<file path="config.mk">
export PLATFORM = sky130hd
export DESIGN_NAME = pfmt_cell
export DESIGN_NICKNAME = d
export VERILOG_FILES = /design/src/sv/pfmt_pkg.sv /design/src/sv/pfmt_cell.sv
export SDC_FILE = /design/constraint.sdc
export NUM_CORES = 1
export LEC_CHECK = 0
export BUFFER_PORTS_ARGS = -buffer_cell sky130_fd_sc_hd__buf_2
export CORE_AREA = 2 2 644 646
export CTS_BUF_LIST = sky130_fd_sc_hd__clkbuf_8
export DETAILED_ROUTE_END_ITERATION = 10
export DIE_AREA = 0 0 646 648
export PLACE_DENSITY_LB_ADDON = 0.12
export SETUP_SLACK_MARGIN = 0.2
export SLEW_MARGIN = 0
export SYNTH_ARGS = -nofsm -noshare
export SYNTH_HDL_FRONTEND = slang
export SYNTH_SLANG_ARGS = --single-unit
</file>
<file path="constraint.sdc">
create_clock -name clk -period 4.6 [get_ports clk]
set_clock_uncertainty 0.05 [all_clocks]
set_input_delay 0.46 -clock clk [delete_from_list [all_inputs] [get_ports clk]]
set_output_delay 0.46 -clock clk [all_outputs]
set_load 0.01 [all_outputs]
</file>
<file path="src/sv/pfmt_pkg.sv">
// Package for the priority flow match table: item structs, codes, the per-cell
// entry, flag and command records and the field-match functions. No dependencies.
`default_nettype none
package pfmt_pkg;
	typedef enum logic [2:0] {
		OP_INSERT = 3'd0,
		OP_STRICT = 3'd1,
		OP_PACKET = 3'd2,
		OP_UPDATE = 3'd3,
		OP_DELETE = 3'd4
	} op_t;

	typedef enum logic [1:0] {
		ST_OK     = 2'd0,
		ST_EXISTS = 2'd1,
		ST_MISS   = 2'd2,
		ST_FULL   = 2'd3
	} status_t;

	typedef struct packed {
		logic [2:0]  operation;
		logic [21:0] wildcard_flags;
		logic [15:0] ingress_port;
		logic [47:0] eth_source;
		logic [47:0] eth_dest;
		logic [34:0] l2_tags;
		logic [13:0] ip_tos_proto;
		logic [31:0] ip_source;
		logic [31:0] ip_dest;
		logic [31:0] l4_ports;
		logic [15:0] rule_priority;
		logic [31:0] user_handle;
	} in_item_t;

	typedef struct packed {
		logic [1:0]  status;
		logic        hit;
		logic [31:0] result_handle;
	} out_item_t;

	// One stored entry; valid is held separately under reset.
	typedef struct packed {
		logic        exact;
		logic [21:0] wc;
		logic [15:0] port;
		logic [47:0] esrc;
		logic [47:0] edst;
		logic [34:0] l2;
		logic [13:0] tp;
		logic [31:0] isrc;
		logic [31:0] idst;
		logic [31:0] l4;
		logic [15:0] prio;
		logic [31:0] payload;
	} entry_t;

	// Per-cell compare flags handed to the resolver.
	typedef struct packed {
		logic strict_hit;
		logic exact_hit;
		logic wild_hit;
		logic lower_prio;
	} cell_flags_t;

	// Per-cell shift command from the control.
	typedef struct packed {
		logic load_new;
		logic take_lower;
		logic take_upper;
		logic set_payload;
		logic clear_valid;
	} cell_cmd_t;

	function automatic logic [31:0] prefix_mask(input logic [5:0] cnt);
		logic [31:0] m;
		m = (cnt >= 6'd32) ? 32'd0 : (32'hffff_ffff << cnt[4:0]);
		return m;
	endfunction

	function automatic logic fields_agree(input entry_t e, input in_item_t k,
		input logic [21:0] w);
		logic ok;
		ok = 1'b1;
		if (!w[0] && e.port != k.ingress_port) ok = 1'b0;
		if (!w[1] && e.l2[18:3] != k.l2_tags[18:3]) ok = 1'b0;
		if (!w[2] && e.esrc != k.eth_source) ok = 1'b0;
		if (!w[3] && e.edst != k.eth_dest) ok = 1'b0;
		if (!w[4] && e.l2[34:19] != k.l2_tags[34:19]) ok = 1'b0;
		if (!w[5] && e.tp[7:0] != k.ip_tos_proto[7:0]) ok = 1'b0;
		if (!w[6] && e.l4[31:16] != k.l4_ports[31:16]) ok = 1'b0;
		if (!w[7] && e.l4[15:0] != k.l4_ports[15:0]) ok = 1'b0;
		if (((e.isrc ^ k.ip_source) & prefix_mask(w[13:8])) != 32'd0) ok = 1'b0;
		if (((e.idst ^ k.ip_dest) & prefix_mask(w[19:14])) != 32'd0) ok = 1'b0;
		if (!w[20] && e.l2[2:0] != k.l2_tags[2:0]) ok = 1'b0;
		if (!w[21] && e.tp[13:8] != k.ip_tos_proto[13:8]) ok = 1'b0;
		return ok;
	endfunction
endpackage
`default_nettype wire

</file>
<file path="src/sv/pfmt_cell.sv">
// One slot of the flow table: holds an entry, compares it to the request and
// shifts to or from its neighbors. Depends on pfmt_pkg.
`default_nettype none
module pfmt_cell
	import pfmt_pkg::*;
(
	input  wire logic        clk,
	input  wire logic        arst_n,
	input  wire in_item_t    req,
	input  wire entry_t      ins_entry,
	input  wire cell_cmd_t   cmd,
	input  wire logic        lower_valid,
	input  wire entry_t      lower_entry,
	input  wire logic        upper_valid,
	input  wire entry_t      upper_entry,
	output logic             valid,
	output entry_t           entry,
	output cell_flags_t      flags
);
	logic   valid_q;
	entry_t entry_q;
	logic   req_exact;

	assign valid = valid_q;
	assign entry = entry_q;
	assign req_exact = (req.wildcard_flags == 22'd0);

	always_comb begin
		flags.strict_hit = valid_q && (entry_q.exact == req_exact)
			&& (entry_q.wc == req.wildcard_flags)
			&& (req_exact || entry_q.prio == req.rule_priority)
			&& fields_agree(entry_q, req, req.wildcard_flags);
		flags.exact_hit = valid_q && entry_q.exact && (entry_q.wc == 22'd0)
			&& fields_agree(entry_q, req, 22'd0);
		flags.wild_hit = valid_q && !entry_q.exact
			&& fields_agree(entry_q, req, entry_q.wc);
		flags.lower_prio = valid_q && !entry_q.exact
			&& (entry_q.prio < req.rule_priority);
	end

	always_ff @(posedge clk or negedge arst_n) begin
		if (!arst_n) begin
			valid_q <= 1'b0;
		end else if (cmd.load_new) begin
			valid_q <= 1'b1;
		end else if (cmd.take_lower) begin
			valid_q <= lower_valid;
		end else if (cmd.take_upper) begin
			valid_q <= upper_valid;
		end else if (cmd.clear_valid) begin
			valid_q <= 1'b0;
		end
	end

	always_ff @(posedge clk) begin
		if (cmd.load_new) begin
			entry_q <= ins_entry;
		end else if (cmd.take_lower) begin
			entry_q <= lower_entry;
		end else if (cmd.take_upper) begin
			entry_q <= upper_entry;
		end else if (cmd.set_payload) begin
			entry_q.payload <= req.user_handle;
		end
	end
endmodule
`default_nettype wire
</file>
==> impl_metrics.tcl <==
set metrics [dict create \
    max_freq_mhz 221 \
    io_pins 1656 \
    fin_nets 5945 \
    drv_cap 0 \
    syn2layout_area_growth_pct 112 \
    status "completed" \
    seq_area_um2 9870 \
    num_rows 236 \
    maxSlewHeadroom_pct 21.9 \
    clockRootBuffer "clkbuf_8" \
    grt_pass1_wl_mm 381 \
    dpl.hpwl_mm 286 \
    core-area_um2 412000 \
    clk_pin_slew_ns 0.06 \
    worst_slack_ns 0.0696 \
    slowest_delay_ns 0.49 \
    synth.distinct_cells 61 \
    ys_top_cells_by_area "edfxtp_1, mux2i_1, xnor2_1" \
    p_leak_nw 19.5 \
    worstMarginPinSlew_ns 1.17 \
    finalHoldViolCount 0 \
    die-area_um2 419000 \
    finalSetupTns_ns 0 \
    crit_end "flags[3]" \
    ys_ff_latch 329 \
    slew_violations 0 \
    ys_warn_count 0 \
    viasPerCell 2.90 \
    crit_required_ns 4.09 \
    multi_input_area_um2 11800 \
    dp_slack_ns 0.0261 \
    avgSynthCellArea_um2 9.80 \
    arrival_ns 4.02 \
    routed_wl_mm 319 \
    ys.flop_type "edfxtp_1" \
    cts.sinks 329 \
    regToRegStartpoint "valid$_DFFE_PN0P_" \
    synth_area_leader_cell "edfxtp_1" \
    cts_buffers 93 \
    netlist.area_leader.share_pct 44.8 \
    final_cell_mix "buf_2, dlygate4sd3_1, o21ai_0, nand2_1" \
    p_per_area_nw_per_um2 273 \
    drtIter0Drc 1723 \
    fillers 47959 \
    startpoint_type "register" \
    io_buffers 1652 \
    fin_area_um2 46700 \
    setup_viol 0 \
    drive_gt1_share_pct 41.2 \
    critPathKind "reg2out" \
    grt_pass1_vias 30151 \
    path_cells "xnor2_1, nand4_1, nor4_4, buf_6, o22ai_4, a2111oi_4, buf_4, nand4_1, a311oi_2, buf_4, buf_12" \
    gp_congestion 0.962 \
    total_power_mw 12.7 \
    placed_cells 9317 \
    cts_buffer_depth 4 \
    routedWlPerCell_um 31.0 \
    cts_tree "yes" \
    synth_edf_count 328 \
    synthArstFlopShare_pct 0.304 \
    irDropWorstVdd_mv 0.179 \
    placed_area_um2 37500 \
    synthesis.area_um2 22000 \
    cp-startpoint "entry[180]$_DFFE_PP_" \
    mostFrequentLayoutCell "buf_2" \
    fin_cells 10277 \
    cpLargestDelayFamily "compound AO/OA/AOI/OAI gates" \
    post-route-drc-count 0 \
    fin_crit_sh_pct 98.5 \
    slowest_stage "nor4_4" \
    reg2reg_depth 6 \
    h-tree-depth 3 \
    drtAntennaViolNets 0 \
    clock_latency_ns 0.90 \
    vias 29821 \
    dr.pass1.iters 5 \
    antenna_found_initial 404 \
    synth_nets 3581 \
    fp.dieW_um 646 \
    grt-ovfl-total 0 \
    fin_crit_ns 4.53 \
    die-height_um 648 \
    cp-end-kind "primary output" \
    grt_max_degree 165 \
    cp_num_cells 11 \
    syn-instance-count 2242 \
    initial_core_util_pct 5.33 \
    critPathBufInv 4 \
    rsz0062_at_grt "yes" \
    track_usage_pct 14.6 \
    regToRegEndpoint "valid$_DFFE_PN0P_" \
    cp_max_fo 2 \
    seq_area_frac_synth_pct 44.9 \
    hp-class "in2reg" \
    r2r_setup_slack_ns 2.64 \
]
==> synth_stat cells (8+ instances only) <==
cell and count:
clkbuf_1 110, o22ai_1 13, nor4_1 26, ha_1 16, mux2i_1 328, a21o_1 8
edfxtp_1 328, nor3_1 20, a21oi_1 78, o21ai_0 364, xor2_1 53, nand2_1 362
nand4_1 67, xnor2_1 225, buf_1 29, nand3_1 8, inv_1 31, nor2_1 76
==> metrics by stage <==
step	util, %	hold WS [ns]
floorplan	-	0.114
global placement	9.10	0.190
detailed placement	9.10	0.189
CTS	11.2	0.00268
global route	11.3	0.0477
finish	11.3	0.112
==> state kept, by name, indices dropped and copies added, names as in the netlist <==
signal and cells:
entry 328, valid 1
==> where the power goes <==
group / internal (mW) / leakage, nW / total (mW) / switching (mW)
Combinational: 1.82 / 14.9 / 4.05 / 2.23
Sequential: 3.73 / 3.49 / 4.21 / 0.482
Clock: 2.39 / 1.04 / 4.48 / 2.09
Total: 7.93 / 19.5 / 12.7 / 4.81
==> cells by family after synthesis <==
logic type               Yosys count  synth area share, %
AND/OR/NAND/NOR                  594                 12.0
AO/OA/AOI/OAI                    518                 12.7
multiplexers                     329                 15.0
flip-flops                       329                 44.9
XOR/XNOR                         282                 11.4
buffers and inverters            171                 2.92
adder cells (fa/ha/maj)           19                 1.05
==> repair_timing <==
action | CTS | global route
pin swaps | 12 | 13
gates resized for setup | 37 | 21
setup endpoints to repair | 3 | 3
hold buffers | 655 | 0
endpoints found under the hold margin | 328 | 0
setup buffers | 10 | 3
==> cell type report <==
| class | instances | share of cell area [%] |
|---|---|---|
| repair buffers | 2408 | 33.9 |
| clock buffers | 97 | 2.86 |
| clock inverters | 68 | 1.06 |
| flip-flops and latches | 329 | 21.2 |
| multi-input cells | 1742 | 25.3 |
| diodes | 127 | 0.681 |
| inverters | 32 | 0.257 |
| well taps | 5474 | 14.7 |
==> routing by layer <==
layer / share of wire [%] / track usage, % / vias up
li1: - / - / 13063
met1: 37 / 15.7 / 14197
met2: 52 / 27.0 / 1663
met3: 8.0 / 4.93 / 766
met4: 3.4 / 3.79 / 132
met5: 0.28 / 0 / -
==> worst min-delay path by stage <==
stage	start	endpoint	slack (ns)	cells past startpoint
detailed placement	arst_n	valid$_DFFE_PN0P_	0.19	1
global route	upper_entry[40]	entry[40]$_DFFE_PP_	0.05	3
CTS	upper_entry[236]	entry[236]$_DFFE_PP_	0.003	3
floorplan	arst_n	valid$_DFFE_PN0P_	0.11	0
global placement	arst_n	valid$_DFFE_PN0P_	0.19	1
finish	upper_entry[40]	entry[40]$_DFFE_PP_	0.11	3
==> tightest hold or removal path: stages <==
cell     delay, ns
buf_2         0.07
mux2i_1       0.11
o21ai_0       0.25
Note: power is estimated with default switching activity, not from simulation.
